[src/rtl/mtlp_pkg.sv]
// Shared types, character codes and helpers of the memory trace line parser.
package mtlp_pkg;

	localparam int unsigned ADDR_W = 64;

	localparam logic [7:0] CH_L     = 8'h4C;
	localparam logic [7:0] CH_D     = 8'h44;
	localparam logic [7:0] CH_S     = 8'h53;
	localparam logic [7:0] CH_T     = 8'h54;
	localparam logic [7:0] CH_SPACE = 8'h20;
	localparam logic [7:0] CH_LX    = 8'h78;
	localparam logic [7:0] CH_UX    = 8'h58;
	localparam logic [7:0] CH_LF    = 8'h0A;
	localparam logic [7:0] CH_CR    = 8'h0D;

	typedef enum logic [1:0] {
		ST_OK         = 2'd0,
		ST_BAD_OPCODE = 2'd1,
		ST_NO_SPACE   = 2'd2,
		ST_BAD_TERM   = 2'd3
	} status_t;

	typedef struct packed {
		logic                operation;
		logic [ADDR_W-1:0]   address;
		status_t             status;
	} mtlp_rec_t;

	typedef struct packed {
		logic       is_hex;
		logic [3:0] nibble;
	} hex_t;

	function automatic hex_t hex_decode(input logic [7:0] c);
		hex_t h;
		h.is_hex = 1'b1;
		h.nibble = 4'd0;
		if (c >= 8'h30 && c <= 8'h39) begin
			h.nibble = 4'(c - 8'h30);
		end else if (c >= 8'h61 && c <= 8'h66) begin
			h.nibble = 4'(c - 8'h57);
		end else if (c >= 8'h41 && c <= 8'h46) begin
			h.nibble = 4'(c - 8'h37);
		end else begin
			h.is_hex = 1'b0;
		end
		return h;
	endfunction

endpackage

[src/rtl/mtlp_if.sv]
// Valid/ready channel interfaces for trace bytes and parsed records.
interface mtlp_byte_if;
	import mtlp_pkg::*;
	logic       valid;
	logic       ready;
	logic [7:0] data_byte;
	logic       last_byte;
	modport source(output valid, data_byte, last_byte, input ready);
	modport sink(input valid, data_byte, last_byte, output ready);
endinterface

interface mtlp_rec_if;
	import mtlp_pkg::*;
	logic              valid;
	logic              ready;
	logic              operation;
	logic [ADDR_W-1:0] address;
	logic [1:0]        status;
	modport source(output valid, operation, address, status, input ready);
	modport sink(input valid, operation, address, status, output ready);
endinterface

[src/rtl/memory_trace_line_parser_unit.sv]
// Top level of the memory trace line parser: input stage, parser core, output register.
//
// trace_in carries one text byte per word (data_byte, with last_byte marking the
// end of the stream); record_out carries one parsed record per word (operation,
// address, status). Records are "LD " or "ST ", an optional two-byte prefix ending
// in x or X, then hex digits, closed by newline, carriage return or the last byte.
// An accepted byte is held in the input stage register, stepped through the parser
// core, and its record, if any, is captured in the output register.
// Throughput: one byte per cycle while record_out does not stall.
// A byte may produce no record; at most one record per byte.
// After an error record the block drops bytes up to and including the last byte.
// When record_out stalls, the output register holds its word and the input stage
// keeps one byte; trace_in.ready falls only when both are full.
// Reset (arst_n low) clears the parser state and the valid flags of the input stage
// and the output register; the first byte after reset opens a new record.
module memory_trace_line_parser_unit import mtlp_pkg::*; #(
	parameter int unsigned ADDR_BITS = 64
) (
	input  logic         clk,
	input  logic         arst_n,
	mtlp_byte_if.sink    trace_in,
	mtlp_rec_if.source   record_out
);

	logic       valid_s1;
	logic [7:0] data_s1;
	logic       last_s1;
	logic       out_valid_q;
	mtlp_rec_t  out_rec_q;
	logic       advance, step, res_valid;
	mtlp_rec_t  rec;

	assign advance        = !out_valid_q || record_out.ready;
	assign step           = valid_s1 && advance;
	assign trace_in.ready = !valid_s1 || advance;

	mtlp_core #(.ADDR_BITS(ADDR_BITS)) u_core (
		.clk       (clk),
		.arst_n    (arst_n),
		.step      (step),
		.data_byte (data_s1),
		.last_byte (last_s1),
		.res_valid (res_valid),
		.rec       (rec)
	);

	always_ff @(posedge clk or negedge arst_n) begin
		if (!arst_n) begin
			valid_s1    <= 1'b0;
			out_valid_q <= 1'b0;
		end else begin
			if (trace_in.ready) begin
				valid_s1 <= trace_in.valid;
			end
			if (advance) begin
				out_valid_q <= step && res_valid;
			end
		end
	end

	always_ff @(posedge clk) begin
		if (trace_in.valid && trace_in.ready) begin
			data_s1 <= trace_in.data_byte;
			last_s1 <= trace_in.last_byte;
		end
		if (step && res_valid) begin
			out_rec_q <= rec;
		end
	end

	assign record_out.valid     = out_valid_q;
	assign record_out.operation = out_rec_q.operation;
	assign record_out.address   = out_rec_q.address;
	assign record_out.status    = out_rec_q.status;

endmodule

[src/rtl/mtlp_core.sv]
// Record parsing state machine: consumes one byte per step, yields at most one record.
module mtlp_core import mtlp_pkg::*; #(
	parameter int unsigned ADDR_BITS = 64
) (
	input  logic       clk,
	input  logic       arst_n,
	input  logic       step,
	input  logic [7:0] data_byte,
	input  logic       last_byte,
	output logic       res_valid,
	output mtlp_rec_t  rec
);

	typedef enum logic [2:0] {
		P_OP0, P_OP1, P_SPACE, P_FIRST, P_HELD, P_HEX
	} phase_t;

	phase_t               phase_q, phase_d;
	logic [7:0]           opf_q, opf_d;
	logic [7:0]           held_q, held_d;
	logic [ADDR_BITS-1:0] acc_q, acc_d;
	logic                 halted_q, halted_d;

	hex_t                 c_hex, held_hex;
	logic [ADDR_BITS-1:0] acc_base, acc_next;
	logic                 op_kind, opcode_ok, is_eol, held_eol;

	assign c_hex     = hex_decode(data_byte);
	assign held_hex  = hex_decode(held_q);
	assign op_kind   = (opf_q == CH_S);
	assign opcode_ok = (opf_q == CH_L && held_q == CH_D) || (opf_q == CH_S && held_q == CH_T);
	assign is_eol    = (data_byte == CH_LF) || (data_byte == CH_CR);
	assign held_eol  = (held_q == CH_LF) || (held_q == CH_CR);
	assign acc_base  = (phase_q == P_HELD) ? ADDR_BITS'(held_hex.nibble) : acc_q;
	assign acc_next  = {acc_base[ADDR_BITS-5:0], c_hex.nibble};

	always_comb begin
		phase_d       = phase_q;
		opf_d         = opf_q;
		held_d        = held_q;
		acc_d         = acc_q;
		halted_d      = halted_q;
		res_valid     = 1'b0;
		rec.operation = 1'b0;
		rec.address   = '0;
		rec.status    = ST_OK;
		if (halted_q) begin
			if (last_byte) begin
				halted_d = 1'b0;
			end
		end else begin
			unique case (phase_q)
				P_OP0: begin
					opf_d   = data_byte;
					phase_d = P_OP1;
				end
				P_OP1: begin
					held_d  = data_byte;
					phase_d = P_SPACE;
				end
				P_SPACE: begin
					if (!last_byte) begin
						if (!opcode_ok) begin
							res_valid  = 1'b1;
							rec.status = ST_BAD_OPCODE;
							halted_d   = 1'b1;
						end else if (data_byte != CH_SPACE) begin
							res_valid     = 1'b1;
							rec.operation = op_kind;
							rec.status    = ST_NO_SPACE;
							halted_d      = 1'b1;
						end else begin
							acc_d   = '0;
							phase_d = P_FIRST;
						end
					end
				end
				P_FIRST: begin
					if (last_byte) begin
						res_valid     = 1'b1;
						rec.operation = op_kind;
						rec.address   = c_hex.is_hex ? ADDR_W'(c_hex.nibble) : '0;
					end else begin
						held_d  = data_byte;
						phase_d = P_HELD;
					end
				end
				P_HELD, P_HEX: begin
					if (phase_q == P_HELD && (data_byte == CH_LX || data_byte == CH_UX)) begin
						acc_d   = '0;
						phase_d = P_HEX;
						if (last_byte) begin
							res_valid     = 1'b1;
							rec.operation = op_kind;
						end
					end else if (phase_q == P_HELD && !held_hex.is_hex) begin
						res_valid     = 1'b1;
						rec.operation = op_kind;
						if (held_q == CH_LF || held_q == CH_CR) begin
							opf_d   = data_byte;
							phase_d = P_OP1;
						end else begin
							rec.status = ST_BAD_TERM;
							halted_d   = 1'b1;
						end
					end else if (c_hex.is_hex) begin
						acc_d   = acc_next;
						phase_d = P_HEX;
						if (last_byte) begin
							res_valid     = 1'b1;
							rec.operation = op_kind;
							rec.address   = ADDR_W'(acc_next);
						end
					end else begin
						res_valid     = 1'b1;
						rec.operation = op_kind;
						if (is_eol || last_byte) begin
							rec.address = ADDR_W'(acc_base);
						end else begin
							rec.status = ST_BAD_TERM;
							halted_d   = 1'b1;
						end
					end
				end
				default: ;
			endcase
			if (res_valid && !(phase_q == P_HELD && !held_hex.is_hex && held_eol)) begin
				phase_d = P_OP0;
				opf_d   = '0;
				held_d  = '0;
				acc_d   = '0;
			end
			if (last_byte) begin
				phase_d  = P_OP0;
				opf_d    = '0;
				held_d   = '0;
				acc_d    = '0;
				halted_d = 1'b0;
			end
		end
	end

	always_ff @(posedge clk or negedge arst_n) begin
		if (!arst_n) begin
			phase_q  <= P_OP0;
			opf_q    <= '0;
			held_q   <= '0;
			acc_q    <= '0;
			halted_q <= 1'b0;
		end else if (step) begin
			phase_q  <= phase_d;
			opf_q    <= opf_d;
			held_q   <= (res_valid && phase_q == P_HELD && !held_hex.is_hex && held_eol)
			            ? '0 : held_d;
			acc_q    <= acc_d;
			halted_q <= halted_d;
		end
	end

endmodule
[src/flat_wrapper.sv]
// flat-port wrapper written by rule: the top's interface ports become plain ports
module memory_trace_line_parser_unit_flat import mtlp_pkg::*;
#(
	parameter int unsigned ADDR_BITS = 64
)
  (clk, arst_n, trace_in_valid, trace_in_data_byte, trace_in_last_byte, trace_in_ready, record_out_valid, record_out_operation, record_out_address, record_out_status, record_out_ready);
  mtlp_byte_if trace_in_i ();
  mtlp_rec_if record_out_i ();
  input  logic clk;
  input  logic arst_n;
  input wire logic [$bits(trace_in_i.valid)-1:0] trace_in_valid;
  input wire logic [$bits(trace_in_i.data_byte)-1:0] trace_in_data_byte;
  input wire logic [$bits(trace_in_i.last_byte)-1:0] trace_in_last_byte;
  output wire logic [$bits(trace_in_i.ready)-1:0] trace_in_ready;
  output wire logic [$bits(record_out_i.valid)-1:0] record_out_valid;
  output wire logic [$bits(record_out_i.operation)-1:0] record_out_operation;
  output wire logic [$bits(record_out_i.address)-1:0] record_out_address;
  output wire logic [$bits(record_out_i.status)-1:0] record_out_status;
  input wire logic [$bits(record_out_i.ready)-1:0] record_out_ready;
  assign trace_in_i.valid = trace_in_valid;
  assign trace_in_i.data_byte = trace_in_data_byte;
  assign trace_in_i.last_byte = trace_in_last_byte;
  assign trace_in_ready = trace_in_i.ready;
  assign record_out_valid = record_out_i.valid;
  assign record_out_operation = record_out_i.operation;
  assign record_out_address = record_out_i.address;
  assign record_out_status = record_out_i.status;
  assign record_out_i.ready = record_out_ready;
  memory_trace_line_parser_unit #(.ADDR_BITS(ADDR_BITS)) u_core (.clk(clk), .arst_n(arst_n), .trace_in(trace_in_i), .record_out(record_out_i));
endmodule
[config.mk]
export PLATFORM = sky130hd
export DESIGN_NAME = memory_trace_line_parser_unit_flat
export DESIGN_NICKNAME = d
export VERILOG_FILES = /design/src/rtl/mtlp_pkg.sv /design/src/rtl/mtlp_if.sv /design/src/rtl/memory_trace_line_parser_unit.sv /design/src/rtl/mtlp_core.sv /design/src/flat_wrapper.sv
export SDC_FILE = /design/constraint.sdc
export NUM_CORES = 1
export LEC_CHECK = 0
export ABC_CLOCK_PERIOD_IN_PS = 7950
export BUFFER_PORTS_ARGS = -buffer_cell sky130_fd_sc_hd__buf_4
export CAP_MARGIN = 40
export CORE_ASPECT_RATIO = 1.25
export CORE_MARGIN = 3
export CORE_UTILIZATION = 59
export DETAILED_ROUTE_END_ITERATION = 7
export GPL_TIMING_DRIVEN = 0
export MAX_ROUTING_LAYER = met4
export PLACE_DENSITY = 0.9
export SYNTH_ARGS = -nofsm -noshare
export SYNTH_HDL_FRONTEND = slang
export SYNTH_SLANG_ARGS = --single-unit
[constraint.sdc]
create_clock -name clk -period 7.95 [get_ports clk]
set_input_delay 1.1925 -clock clk [delete_from_list [all_inputs] [get_ports clk]]
set_output_delay 1.1925 -clock clk [all_outputs]
set_load 0.005 [all_outputs]
After elaboration in Yosys (flattened, before gate mapping)
Index checks and enable logic that the tools add are counted.
- word-level logic and storage cells: 180
- bits in registers: 162
- output and inout port bits: 69
- input port bits: 13
- reduce and logical (&&, ||, !) cells: 40
- multiplexer cells: 83
- magnitude comparators: 12
- add/subtract/negate cells: 6
- eq/ne operators: 26
- bitwise operators: 1
- operators with widths (cell ; number):
    $mux 64 ; 10
    $pmux 64 s2 ; 2
    $mux 65 ; 3
    $mux 8 ; 10
    $mux 66 ; 1
    $eq 8x7->1 const B ; 6
    $eq 8x4->1 const B ; 4
    $ge 8x7->1 const B ; 4
    $le 8x7->1 const B ; 4
    $mux 1 ; 29
    $mux 4 ; 7
    $mux 3 ; 8
    $ne 4x3->1 const B ; 5
    $logic_and 1x1->1 ; 18
    $ge 8x6->1 const B ; 2
    $le 8x6->1 const B ; 2
    $pmux 8 s2 ; 1
    $sub 4x3->4 const B ; 4
    $pmux 3 s5 ; 1
    $mux 2 ; 7
    $reduce_and 7->1 ; 2
    $ne 6x5->1 const B ; 2
    $reduce_bool 4->1 ; 3
    $ne 5x4->1 const B ; 2
    other kinds (17) ; 31

Logic depth before layout (Yosys ltp)
- depth in word-level cells: 17
- depth in mapped cells: 11
- depth with buffers taken out: 9

Cells and area by module
From an unflattened synthesis, not the netlist that was laid out.
- cells, all modules: 580
- area total of the unflattened synthesis: 7238.2 µm²
- modules (own cells, without submodules) (module ; sequential area each (µm²) ; cells each ; area each (µm²) ; times used):
    mtlp_core ; 2102.0 ; 494 ; 4844.6 ; 1
    memory_trace_line_parser_unit ; 2332.2 ; 86 ; 2393.5 ; 1

Worst setup path after synthesis
No wires, ideal clock.
- path type: register to register
- start point: register u_core.u_core.held_q[0]
- end point: register u_core.out_rec_q, in the netlist u_core.record_out.address[0] (enable)
- period minus slack after synthesis: 5499 ps
- setup time: 515 ps
- data arrival time: 4984 ps
- required time: 7435 ps
- cell stages (with the launch flop): 9
- buffers on the path: 0
- path slack: 2451 ps
- path through: dfrtp_1 -> inv_1 -> ha_1 -> or3b_1 -> nand3_2 -> nand3_2 -> a21oi_4 -> nor2_1 -> a21oi_1
- longest elaborated chain between the ends: 13
- elaborated cells between the ends (all ways): 27
- classes of those cells: 6 x order compare; 2 x eq/ne; 10 x mux; 9 x reduce/logical
- ends and longest elaborated chain (what ; RTL line ; RTL):
    start: declaration ; mtlp_core.sv:20 ; logic [7:0] held_q, held_d;
    start signal: assignment ; mtlp_core.sv:153 ; held_q <= (res_valid && phase_q == P_HELD && !held_hex.is_hex && held_eol)
    $ge 8x7->1 / $le 8x7->1 (equally long branches) ; mtlp_pkg.sv:42 ; end else if (c >= 8'h41 && c <= 8'h46) begin
    $logic_and 1x1->1 ; mtlp_pkg.sv:42 ;
    $mux 1 ; mtlp_pkg.sv:42 ;
    $mux 1 ; mtlp_pkg.sv:40 ; end else if (c >= 8'h61 && c <= 8'h66) begin
    $mux 1 ; mtlp_pkg.sv:38 ; if (c >= 8'h30 && c <= 8'h39) begin
    $logic_not 1->1 ; mtlp_core.sv:96 ; end else if (phase_q == P_HELD && !held_hex.is_hex) begin
    $logic_and 1x1->1 ; mtlp_core.sv:96 ;
    $mux 1 ; mtlp_core.sv:96 ;
    $mux 1 ; mtlp_core.sv:89 ; if (phase_q == P_HELD && (data_byte == CH_LX || data_byte == CH_UX)) begin
    $pmux 1 s3 * ; mtlp_core.sv:52 ; unique case (phase_q)
    $mux 1 * (2 in series) ; mtlp_core.sv:47 ; if (halted_q) begin
    $logic_and 1x1->1 * ; memory_trace_line_parser_unit.sv:66 ; if (step && res_valid) begin
    end signal: assignment ; memory_trace_line_parser_unit.sv:67 ; out_rec_q <= rec;
    end: declaration ; memory_trace_line_parser_unit.sv:29 ; mtlp_rec_t out_rec_q;
Every way passes the cells marked *; elsewhere a longest branch is shown, timed or not. The select of a mux whose other input is x is not followed.
A chain may end at the register's enable or synchronous reset.

Worst setup path in the final report
- start point: register u_core.data_s1[0]
- end point: register u_core.out_rec_q, in the netlist u_core.record_out.address[62] (data pin)
- longest elaborated chain between the ends: 9
- elaborated cells between the ends (all ways): 25
- classes of those cells: 6 x order compare; 4 x eq/ne; 8 x mux; 7 x reduce/logical
- ends and longest elaborated chain (what ; RTL line ; RTL):
    start: declaration ; memory_trace_line_parser_unit.sv:26 ; logic [7:0] data_s1;
    start signal: assignment ; memory_trace_line_parser_unit.sv:63 ; data_s1 <= trace_in.data_byte;
    $ge 8x7->1 / $le 8x7->1 (equally long branches) ; mtlp_pkg.sv:42 ;
    $logic_and 1x1->1 ; mtlp_pkg.sv:42 ;
    $mux 1 ; mtlp_pkg.sv:42 ;
    $mux 1 ; mtlp_pkg.sv:40 ;
    $mux 1 ; mtlp_pkg.sv:38 ;
    $mux 65 ; mtlp_core.sv:106 ; end else if (c_hex.is_hex) begin
    $mux 64 ; mtlp_core.sv:96 ;
    $mux 66 * ; mtlp_core.sv:89 ;
    $pmux 64 s2 * ; mtlp_core.sv:52 ;
Every way passes the cells marked *; elsewhere a longest branch is shown, timed or not.

==> impl_results.md <==
* Via density per instance at 6.503
* Remaining DRCs at 0
* Max clock buf depth at 2
* Worst Path Arrival at around 3700 ps
* Switching share of power at about a third
* Worst VDD drop at 212.7 µV
* Final setup vio count at 0
* Synthesized flop and latch total at between 150 and 200
* Sink Count at approximately 160
* CTS clk-pin slew, worst paths at around 70 ps
* Antenna violations before repair at 0
* CP Launch Point: u_core.data_s1[0]
* Nets@finish at about 770
* Flop pwr share at between 40% and 50%
* ANT cells at 0
* TritonCTS clock tree: yes
* Vias in the first global route at between 5000 and 6000
* Fmax at ~0.28 GHz
* Synth unique cells at 74
* First-pass GRT wire length at roughly 30 mm
* Most frequent cells in the layout: buf_4, dfrtp_1, edfxtp_1
* Kind of critical path: register to register
* Final number of max-transition violations at 0
* Worst-Margin Slew at between 800 and 900 ps
* Pwr/cell area at about 280 mW/mm²
* Clock network fraction of total power at ~33%
* Count of hold-fix buffers inserted at cts at 0
* Crit path max fanout at 10
* Final wirelength at around 19 mm
* Class of the worst hold path: register to register
* Net Sw Power at 0.8223 mW
* Final Hold Viols at 0
* Outcome: finished, final reports clean
* Combinational power share at 26.0%
* Sequential area share after synthesis at roughly three fifths
* Hold path startpoint: u_core.u_core.opf_q[7]
* Clk_skew at 7.227 ps
* DR pass1 iterations at 6
* Largest net degree at the start of global routing at 66
* Cells after Synth at 640
* Die Span Y at 132.6 µm
* Post-Syn Area per Cell at roughly 12 µm²
* EDFF count, synth at 76
* Prevailing post-synth register cell: dfrtp_1
* CP Capture Type: register
* Fill cells at roughly 770
* Port bufs at between 80 and 90
* Die width at approximately 110 µm
* DPL Wire Length at about 13 mm
* # Max-Cap Violations at 0
* Worst r2r path cells at 11
* Worst Hold Depth at 1
* Unrepaired setup endpoints after global routing: no
* Site Rows at 45
* Syn Nets at approximately 660
* WP data required at 8100 ps
* Slew HR at 44.03%
* Yosys synthesis warning count at 0
* Post-CTS setup buffers at 0
* Ports at between 80 and 90
* Htree depth at 4
* Die Area at ~0.014 mm²
* Core box area at approximately 0.012 mm²
* Final Cycle Share at roughly 45%
* CP Launch Type: register
* GRT Total Usage at between 20% and 30%
* Hold WS at approximately 500 ps
* Routability cong. at 0.9444
* Leakage Power at between 3 and 4 nW
* Post-CTS Resized at 0
* Post-Syn Area at around 0.0076 mm²
* Via count at about 6000
* Total global routing overflow at 0
* TritonCTS buffer count at 17
* Commonest non-fill, non-tap cell in the layout: buf_4
* Area Growth Syn to Fin at 19.75%
* WL/cell at 20.35 µm
* Critical R2R Launch: u_core.data_s1[0]
* Initial DRC count at around 610
* Clk_lat worst skew at 420 ps
* FFs w/ async S/R, synth at approximately 53%
* Initial Utilization at approximately 61%
* Share of layout cells above drive strength 1 at roughly 22%
* Final ANT Viol Nets at 0
* Internal power at around 1.7 mW
* Final TNS setup at 0 ps
* Root Buffer: clkbuf_16
* Min Tclk post-route at around 3600 ps
==> power groups by stage <==
stage | Sequential, mW | Combinational (mW) | Clock, mW
detailed placement | 1.07 | 0.647 | 0
global route | 1.07 | 0.711 | 0.866
finish | 1.06 | 0.663 | 0.829
floorplan | 1.07 | 0.424 | 0
CTS | 1.06 | 0.654 | 0.831
global placement | 1.08 | 0.604 | 0
==> worst max-delay path, cell delays in order, from the launching register on <==
cell and delay [ps]:
edfxtp_1 540, inv_1 140, ha_1 240, o21bai_1 140
a21oi_1 170, a21oi_1 240, clkbuf_1 490, nand2_1 180
nand2b_1 140, clkbuf_1 430, clkbuf_1 440, nor2_1 150
==> cells in the mapped netlist, types with 3 or more instances <==
| library cell | instances | area, µm² |
|---|---|---|
| buf_4 | 6 | 45.04 |
| a32o_1 | 6 | 60.06 |
| nor2_1 | 43 | 161.4 |
| dfrtp_1 | 86 | 2152 |
| o21ai_0 | 8 | 40.04 |
| a31oi_1 | 5 | 31.28 |
| nor3_1 | 11 | 55.05 |
| clkbuf_1 | 23 | 86.33 |
| edfxtp_1 | 76 | 2282 |
| a22o_1 | 72 | 630.6 |
| inv_1 | 12 | 45.04 |
| o31ai_1 | 6 | 45.04 |
| a21oi_1 | 57 | 285.3 |
| nand4_1 | 4 | 25.02 |
| ha_1 | 11 | 137.6 |
| buf_6 | 8 | 90.09 |
| nand2b_1 | 3 | 18.77 |
| nor2b_1 | 6 | 37.54 |
| a22oi_1 | 17 | 127.6 |
| a21boi_0 | 3 | 22.52 |
| a21o_1 | 3 | 22.52 |
| nand2_1 | 57 | 214.0 |
| nand3_1 | 49 | 245.2 |
| clkbuf_8 | 3 | 41.29 |
==> flip-flops by register name (all words and copies together), names as in the netlist <==
name,count
u_core.u_core.halted_q,1
u_core.u_core.phase_q,3
u_core.last_s1,1
u_core.u_core.held_q,8
u_core.u_core.acc_q,64
u_core.record_out.valid,1
u_core.record_out.operation,1
u_core.valid_s1,1
u_core.data_s1,8
u_core.record_out.address,64
u_core.record_out.status,2
u_core.u_core.opf_q,8
==> final timing paths <==
path,endpoint,slack [ps]
max,u_core.record_out.address[62],4380
min,u_core.u_core.opf_q[7],500
max reg2reg,u_core.record_out.address[62],4380
min reg2reg,u_core.u_core.opf_q[7],500
max in group asynchronous,u_core.u_core.opf_q[5],6650
min in group asynchronous,u_core.u_core.acc_q[11],660
==> through the flow <==
step                      power, mW  setup WS, ps  area, µm²  utilization, %  std cells
after floorplan               1.493          2451       7565               -        640
after global placement        1.682          1262       8378           67.95        885
after detailed placement      1.717          4506       8457           68.58        888
after CTS                     2.540          4474       9059           73.47        920
after global routing          2.644          4148       9059           73.47        920
final                         2.550          4379       9059           73.47        920
==> layer usage <==
metal  part of all wire, %  GRT usage [%]  vias up  wire length [µm]
met4                   3.7          11.37        0               690
met1                    37          32.03     2936              6839
met5                     0              -        -                 0
li1                      -              -     2638                 -
met3                   6.7          5.808       71              1245
met2                    53          46.90      338              9945
==> cell type report <==
class                   count  area (µm²)  share of cell area (%)
well taps                 164       205.2                   2.265
flip-flops and latches    162        4434                   48.95
inverters                  12       45.04                  0.4972
clock buffers              18       439.2                   4.848
plain buffers              43       276.5                   3.052
multi-input cells         423        2820                   31.13
clock inverters            14       162.7                   1.796
repair buffers             84       675.6                   7.459
==> cell families after synthesis <==
group,Yosys count,share of synthesized area [%]
AND/OR/NAND/NOR,206,14.27
AO/OA/AOI/OAI,200,20.26
flip-flops,162,58.62
buffers and inverters,55,4.251
adder cells (fa/ha/maj),11,1.819
XOR/XNOR,3,0.3474
multiplexers,3,0.4300
Note: power is estimated with default switching activity, not from simulation.
